<file path="config.mk">
export PLATFORM = sky130hd
export DESIGN_NAME = ffa_ctrl
export DESIGN_NICKNAME = d
export VERILOG_FILES = /design/src/rtl/ffa_pkg.sv /design/src/rtl/ffa_ctrl.sv
export SDC_FILE = /design/constraint.sdc
export NUM_CORES = 1
export LEC_CHECK = 0
export BUFFER_PORTS_ARGS = -buffer_cell sky130_fd_sc_hd__buf_4
export CORE_ASPECT_RATIO = 0.7
export CORE_UTILIZATION = 45
export DETAILED_ROUTE_END_ITERATION = 16
export MAX_ROUTING_LAYER = met4
export PLACE_DENSITY = 0.72
export SLEW_MARGIN = 20
export SYNTH_ARGS = -nofsm -noshare
export SYNTH_HDL_FRONTEND = slang
export SYNTH_SLANG_ARGS = --single-unit
</file>
<file path="constraint.sdc">
create_clock -name clk -period 1.65 [get_ports clk]
set_input_delay 0.165 -clock clk [delete_from_list [all_inputs] [get_ports clk]]
set_output_delay 0.165 -clock clk [all_outputs]
set_load 0.05 [all_outputs]
</file>
<file path="src/rtl/ffa_pkg.sv">
// Package for the first-fit aligned page allocator.
// Holds the word types, result codes, controller states and the command and
// status structs shared by ffa_ctrl, ffa_dp and the top level. No dependencies.
package ffa_pkg;

	localparam int ADDR_BITS = 56;
	localparam int SUM_BITS  = 57;
	localparam int EXT_BITS  = 58;

	typedef enum logic [2:0] {
		ST_OK          = 3'd0,
		ST_ZERO_BASE   = 3'd1,
		ST_TABLE_FULL  = 3'd2,
		ST_TOO_SMALL   = 3'd3,
		ST_MANAGED     = 3'd4,
		ST_BAD_ALIGN   = 3'd5,
		ST_NO_MEMORY   = 3'd6,
		ST_NO_DESC     = 3'd7
	} status_e;

	typedef enum logic [0:0] {
		OP_ADD_REGION = 1'b0,
		OP_ALLOCATE   = 1'b1
	} operation_e;

	typedef enum logic [4:0] {
		DP_NOP,
		DP_LOAD,
		DP_A_PREP,
		DP_A_SIZE,
		DP_IDX_INC,
		DP_A_COMMIT,
		DP_L_PREP,
		DP_L_HEAD,
		DP_CALC,
		DP_FIT,
		DP_NEXT,
		DP_SPLIT_NEW,
		DP_SPLIT_CUR,
		DP_TRIM_PRE,
		DP_TRIM_POST,
		DP_UNLINK,
		DP_ALLOC_OK,
		DP_FAIL,
		DP_EMIT
	} dp_op_e;

	typedef enum logic [4:0] {
		S_IDLE,
		S_A_PREP,
		S_A_SIZE,
		S_A_CHK,
		S_A_SCAN,
		S_A_CMP,
		S_L_PREP,
		S_L_CHK,
		S_L_REG,
		S_L_REGD,
		S_L_EXT,
		S_L_CALC,
		S_L_FIT,
		S_L_DEC,
		S_L_SPLIT,
		S_L_DONE,
		S_FIN
	} ctrl_state_e;

	typedef struct packed {
		logic                 operation;
		logic [ADDR_BITS-1:0] address;
		logic [ADDR_BITS-1:0] length;
		logic [ADDR_BITS-1:0] alignment;
	} req_t;

	typedef struct packed {
		logic [2:0]           status;
		logic [ADDR_BITS-1:0] granted_address;
		logic [SUM_BITS-1:0]  total_managed;
		logic [SUM_BITS-1:0]  total_free;
	} rsp_t;

	typedef struct packed {
		dp_op_e  op;
		status_e code;
	} dp_cmd_t;

	typedef struct packed {
		status_e a_code;
		logic    idx_end;
		logic    overlap;
		logic    spare_empty;
		logic    bad_align;
		logic    no_mem;
		logic    unused_short;
		logic    walk_end;
		logic    fit;
		logic    pre;
		logic    post;
	} dp_stat_t;

endpackage

</file>
<file path="src/rtl/ffa_ctrl.sv">
// Sequencing state machine of the page allocator.
// Drives dp_cmd_t to ffa_dp and reads dp_stat_t back; uses ffa_pkg.
module ffa_ctrl import ffa_pkg::*; (
	input  logic     clk,
	input  logic     arst_n,
	input  logic     req_valid,
	input  logic     req_operation,
	output logic     req_stall,
	output logic     rsp_valid,
	input  logic     rsp_stall,
	output dp_cmd_t  cmd,
	input  dp_stat_t st
);

	ctrl_state_e state_q, state_n;
	logic        out_valid_q;
	logic        emit;

	always_ff @(posedge clk or negedge arst_n) begin
		if (!arst_n) begin
			state_q     <= S_IDLE;
			out_valid_q <= 1'b0;
		end else begin
			state_q <= state_n;
			if (emit)
				out_valid_q <= 1'b1;
			else if (!rsp_stall)
				out_valid_q <= 1'b0;
		end
	end

	always_comb begin
		state_n  = state_q;
		cmd.op   = DP_NOP;
		cmd.code = ST_OK;
		emit     = 1'b0;
		unique case (state_q)
			S_IDLE: begin
				if (req_valid) begin
					cmd.op  = DP_LOAD;
					state_n = (req_operation == OP_ALLOCATE) ? S_L_PREP : S_A_PREP;
				end
			end
			S_A_PREP: begin
				cmd.op  = DP_A_PREP;
				state_n = S_A_SIZE;
			end
			S_A_SIZE: begin
				cmd.op  = DP_A_SIZE;
				state_n = S_A_CHK;
			end
			S_A_CHK: begin
				if (st.a_code != ST_OK) begin
					cmd.op   = DP_FAIL;
					cmd.code = st.a_code;
					state_n  = S_FIN;
				end else begin
					state_n = S_A_SCAN;
				end
			end
			S_A_SCAN: begin
				if (!st.idx_end) begin
					state_n = S_A_CMP;
				end else if (st.spare_empty) begin
					cmd.op   = DP_FAIL;
					cmd.code = ST_NO_DESC;
					state_n  = S_FIN;
				end else begin
					cmd.op  = DP_A_COMMIT;
					state_n = S_FIN;
				end
			end
			S_A_CMP: begin
				if (st.overlap) begin
					cmd.op   = DP_FAIL;
					cmd.code = ST_MANAGED;
					state_n  = S_FIN;
				end else begin
					cmd.op  = DP_IDX_INC;
					state_n = S_A_SCAN;
				end
			end
			S_L_PREP: begin
				cmd.op  = DP_L_PREP;
				state_n = S_L_CHK;
			end
			S_L_CHK: begin
				if (st.bad_align) begin
					cmd.op   = DP_FAIL;
					cmd.code = ST_BAD_ALIGN;
					state_n  = S_FIN;
				end else if (st.no_mem) begin
					cmd.op   = DP_FAIL;
					cmd.code = ST_NO_MEMORY;
					state_n  = S_FIN;
				end else begin
					state_n = S_L_REG;
				end
			end
			S_L_REG: begin
				if (st.idx_end) begin
					cmd.op   = DP_FAIL;
					cmd.code = ST_NO_MEMORY;
					state_n  = S_FIN;
				end else begin
					state_n = S_L_REGD;
				end
			end
			S_L_REGD: begin
				if (st.unused_short) begin
					cmd.op  = DP_IDX_INC;
					state_n = S_L_REG;
				end else begin
					cmd.op  = DP_L_HEAD;
					state_n = S_L_EXT;
				end
			end
			S_L_EXT: begin
				if (st.walk_end) begin
					cmd.op  = DP_IDX_INC;
					state_n = S_L_REG;
				end else begin
					state_n = S_L_CALC;
				end
			end
			S_L_CALC: begin
				cmd.op  = DP_CALC;
				state_n = S_L_FIT;
			end
			S_L_FIT: begin
				cmd.op  = DP_FIT;
				state_n = S_L_DEC;
			end
			S_L_DEC: begin
				if (!st.fit) begin
					cmd.op  = DP_NEXT;
					state_n = S_L_EXT;
				end else if (st.pre && st.post) begin
					if (st.spare_empty) begin
						cmd.op   = DP_FAIL;
						cmd.code = ST_NO_DESC;
						state_n  = S_FIN;
					end else begin
						cmd.op  = DP_SPLIT_NEW;
						state_n = S_L_SPLIT;
					end
				end else if (st.pre) begin
					cmd.op  = DP_TRIM_PRE;
					state_n = S_L_DONE;
				end else if (st.post) begin
					cmd.op  = DP_TRIM_POST;
					state_n = S_L_DONE;
				end else begin
					cmd.op  = DP_UNLINK;
					state_n = S_L_DONE;
				end
			end
			S_L_SPLIT: begin
				cmd.op  = DP_SPLIT_CUR;
				state_n = S_L_DONE;
			end
			S_L_DONE: begin
				cmd.op  = DP_ALLOC_OK;
				state_n = S_FIN;
			end
			S_FIN: begin
				if (!out_valid_q || !rsp_stall) begin
					cmd.op  = DP_EMIT;
					emit    = 1'b1;
					state_n = S_IDLE;
				end
			end
			default: state_n = S_IDLE;
		endcase
	end

	assign req_stall = (state_q != S_IDLE);
	assign rsp_valid = out_valid_q;

endmodule

</file>
==> flow_summary_export.csv, run 1 <==
group,metric,value,unit
yosys,synth_flop_cell,"dfrtp_1",
yosys,synth_nets,133,
floorplan,start_util,0.513,
yosys,synth_top_area_share,0.172,
placement,gp_congestion,1.00,
yosys,synth_cell_types,45,
placement,post-place-ws,-0.161,ns
yosys,synth_area,871,um2
floorplan,die_w,54.6,um
yosys,ys_seq_area_frac,0.172,
placement,io_buffers,27,
run_status,haltStage,"global routing (5_1_grt)",
yosys,yosys.area.top_type,"dfrtp_1",
run_status,error,"[ERROR DPL-0038] Utilization greater than 100%, impossible to legalize",
placement,place_area,0.00131,mm2
yosys,synth-edff-count,0,
yosys,ys_seq_elements,6,
timing,grt_worst_setup_endpoint,"cmd[7]",
clocking,cts_buffer_depth,2,
run_status,status,"aborted with a tool error",
floorplan,die_y,38.8,um
clocking,htreeDepth,1,
yosys,synth_cells,115,
timing,worstEndpointType,"primary output",
clocking,cts_root_buf,"clkbuf_4",
yosys,avgSynthCellArea,7.57,um2
yosys,synthArstFlopShare,1.00,
clocking,cts_sinks,6,
clocking,numCtsBuffers,3,
global_routing,grt_max_degree,9,
yosys,yosysWarningCount,0,
yosys,synthTopCellsByArea,"dfrtp_1 17%, nand2b_1 6.5%, a31oi_1 5.7%",
floorplan,rows,12,
placement,hpwl,2.52,mm
floorplan,io_pins,28,
==> through the flow <==
step	utilization	cells	hold WS, ns	TNS [ns]
CTS	0.897	197	0.152	-1.65
floorplan	-	115	-0.131	-0.575
global placement	0.771	186	-0.0208	-0.802
detailed placement	0.771	186	-0.0184	-0.836
==> Yosys cell counts (2+ instances only) <==
cell,count
inv_1,7
nand2b_1,9
nand3_1,5
a21oi_1,4
nor2_1,5
buf_6,4
nor4_1,2
o31ai_1,2
buf_4,2
nor3_1,7
dfrtp_1,6
a221oi_1,2
nand4_1,2
o211ai_1,2
and3_1,2
o21ai_0,3
or3_1,2
nand2_1,13
nor2b_1,3
a31oi_1,8
==> cells by family after synthesis <==
family / count (synthesis) / synth area share
multiplexers: 1 / 0.0115
AO/OA/AOI/OAI: 37 / 0.325
buffers and inverters: 14 / 0.105
AND/OR/NAND/NOR: 57 / 0.386
flip-flops: 6 / 0.172
==> timing repair <==
action / in CTS
pin swaps: 5
hold buffers: 1
endpoints found under the setup margin: 12
hold endpoints to repair: 6
setup buffers: 7
gates resized for setup: 31
==> inputs of run 2 (changes only) <==
CORE_AREA = 2 2 63 65   (was not set)
CORE_ASPECT_RATIO = not set   (was 0.7)
CORE_UTILIZATION = not set   (was 45)
DIE_AREA = 0 0 65 67   (was not set)
MAX_ROUTING_LAYER = not set   (was met4)
PLACE_DENSITY = not set   (was 0.72)
PLACE_DENSITY_LB_ADDON = 0.15   (was not set)
==> run 2 against run 1 <==
  * Synthesized area unchanged
  * The flow now finishes, with violations (negative setup slack)
  * Synthesized cell count unchanged
==> flow_summary_export.csv, run 2 <==
group,metric,value,unit
run_status,status,"complete, but fails checks",
run_status,violations,"negative setup slack",
cells_and_area,antennaDiodeCount,0,
yosys,ys_seq_elements,6,
cells_and_area,largest_register,"state_q",
worst_hold_path,hold_class,"input port to flip-flop",
power,power,3.19,mW
yosys,ys_seq_area_frac,0.172,
yosys,yosys.area.top_type,"dfrtp_1",
worst_setup_path,critPathArrivalTime,1.74,ns
worst_setup_path,startpoint,"state_q[4]",
worst_hold_path,hold_start,"rsp_stall",
routing,dr.pass1.iters,5,
placement,hpwl,2.68,mm
timing,max_slew_margin,0.764,
power,p_clk_frac,0.071,
yosys,synth_most_common_cell,"nand2_1",
routing,drt_iter0_markers,88,
global_routing,grt_max_degree,9,
routing,totalWireLength,3.85,mm
cells_and_area,final_common_cell,"buf_4",
worst_setup_path,worst_setup_path_start_kind,"flip-flop",
timing,rsz0062_at_grt,"true",
placement,place_area,0.00138,mm2
timing,worst_clock_skew,0.00150,ns
worst_setup_path,worstRegToRegCells,6,
cells_and_area,final_layout_size_suffix_gt1_frac,0.649,
power,seqPwrFrac,0.108,
clocking,cts_tree,"built",
global_routing,antenna_found_initial,0,
cells_and_area,final_area,0.00179,mm2
routing,vias,1212,
yosys,synth_area,871,um2
worst_setup_path,path_depth,6,
power,power_leakage,0.810,nW
timing,period_share,1.15,
worst_setup_path,rr_startpoint,"state_q[4]",
yosys,synth_top_area_share,0.172,
timing,timing_hold_violations_final,0,
clocking,cts_root_buf,"clkbuf_8",
timing,min_period,1.91,ns
yosys,synth_cell_types,45,
placement,io_buffers,27,
routing,antenna_left,0,
worst_setup_path,required,1.48,ns
clocking,clkTransAtPathRegs,0.04,ns
clocking,cts_sinks,6,
yosys,synth_flop_cell,"dfrtp_1",
floorplan,die_y,67,um
cells_and_area,fin_nets,211,
worst_setup_path,worstSetupEndpointType,"output port",
clocking,cts_buffer_depth,2,
clocking,htreeDepth,1,
worst_setup_path,crit_slowest_cell,"dfrtp_2",
placement,gp_congestion,0.842,
worst_setup_path,path_class,"flip-flop to output port",
cells_and_area,largest_reg_flops,5,
cells_and_area,final_cell_mix,"65 x buf_4, 12 x buf_6, 10 x nand2_1, 8 x nand2b_1",
clocking,numCtsBuffers,3,
power,ir_worst_vdd,0.920,mV
global_routing,overflow,0,
worst_setup_path,worst_path_dominant_cell_family,"flip-flops",
power,swShare,0.500,
power,combPwrFrac,0.821,
timing,worst_slew_pin_slew,0.352,ns
yosys,synthTopCellsByCount,"13 x nand2_1, 9 x nand2b_1, 8 x a31oi_1",
cells_and_area,fillers,348,
yosys,avgSynthCellArea,7.57,um2
timing,fin_ws,-0.255,ns
yosys,synth_nets,133,
global_routing,grt_pass1_wl,6.02,mm
yosys,yosysWarningCount,0,
yosys,synth_cells,115,
floorplan,start_util,0.241,
floorplan,rows,22,
routing,drc,0,
run,maxCapViolCount,0,
global_routing,grt_pass1_vias,1230,
timing,slew_violations,0,
worst_setup_path,cpPeakStageDelay,0.46,ns
placement,post-place-ws,-0.188,ns
floorplan,io_pins,28,
clocking,clk-insertion-delay-late,0.23,ns
power,internal-power,1.60,mW
worst_setup_path,crit_top_cell,"buf_4",
yosys,synthTopCellsByArea,"dfrtp_1 17%, nand2b_1 6.5%, a31oi_1 5.7%",
power,p_sw,1.60,mW
floorplan,die_w,65,um
timing,max_freq,525,MHz
cells_and_area,syn2layout_area_growth,106,%
worst_hold_path,worstHoldPathCells,3,
yosys,synthArstFlopShare,1.00,
cells_and_area,post-route-util,0.497,
worst_setup_path,crit_chain,"nand2b_1 -> nor3_1 -> buf_4 -> a32oi_2 -> o211ai_1 -> buf_4",
yosys,synth-edff-count,0,
floorplan,dieArea,0.00436,mm2
floorplan,core_area,0.00361,mm2
routing,drt-wirelength-per-cell,16.1,um
worst_setup_path,worst-path-buf-inv,2,
global_routing,global_route.usage.total,0.184,
routing,vias_per_cell,5.07,
power,p_per_area,1780,mW/mm2
worst_setup_path,cp_max_fo,6,
timing,setup_viol,10,
## run 2: cell counts after synthesis
Identical to the previous run, type by type.
## run 2: cells by family after synthesis
group                  after synthesis  synth area share
and+or+nand+nor                     57             0.386
AOI/OAI and AO/OA                   37             0.325
DFF                                  6             0.172
buffers and inverters               14             0.105
muxes                                1            0.0115
## run 2: repair_timing
item                       CTS  global route
gates cloned                 1             0
gates resized for setup     34            22
pin swaps                   10             7
setup endpoints to repair   10            13
hold endpoints to repair     6             0
setup buffers               10             6
hold buffers                 1             0
## run 2: final timing paths
check | slack (ns) | end
setup reg to reg | -0.02 | state_q[1]
hold reg to reg | 0.53 | state_q[4]
setup / recovery | -0.26 | cmd[5]
max in group asynchronous | 1.22 | state_q[3]
hold / removal | 0.19 | state_q[4]
min in group asynchronous | 0.30 | state_q[0]
## run 2: routing by layer
metal	wire, um	track usage	vias up	share of wire
met5	0	0	-	0
met4	92	0.0479	0	0.024
met3	200	0.0287	8	0.052
met2	1980	0.331	47	0.51
met1	1570	0.226	567	0.41
li1	-	-	590	-
## run 2: area by class of cell
cell class              instances  area, um2  area share
repair buffers                 80        663       0.370
multi-input cells              95        846       0.472
flip-flops and latches          6        156      0.0872
clock buffers                   3       41.3      0.0230
inverters                       7       26.3      0.0147
well taps                      48       60.1      0.0335
## run 2: power by group through the flow
stage | clock network, mW | registers, mW | logic, mW
3_3_place_gp | 0 | 0.309 | 2.02
5_1_grt | 0.243 | 0.357 | 2.78
2_1_floorplan | 0 | 0.295 | 1.34
4_1_cts | 0.226 | 0.329 | 2.29
6_report | 0.225 | 0.345 | 2.62
3_5_place_dp | 0 | 0.308 | 1.99
## run 2: worst reg2reg max path: cells and delay by family, from the launching register on
kind | cells | cell delay [ns]
flops | 1 | 0.46
buf+inv | 2 | 0.31
simple gates | 2 | 0.61
compound gates | 2 | 0.21
## run 2: stage by stage
| step | instances | hold WS (ns) | TNS (ns) |
|---|---|---|---|
| 2_1_floorplan | 115 | -0.131 | -0.575 |
| 3_3_place_gp | 218 | -0.0180 | -1.33 |
| 3_5_place_dp | 218 | -0.0182 | -0.962 |
| 4_1_cts | 233 | 0.184 | -1.49 |
| 5_1_grt | 239 | 0.196 | -2.30 |
| 6_report | 239 | 0.191 | -1.59 |
Note: power is estimated with default switching activity, not from simulation.
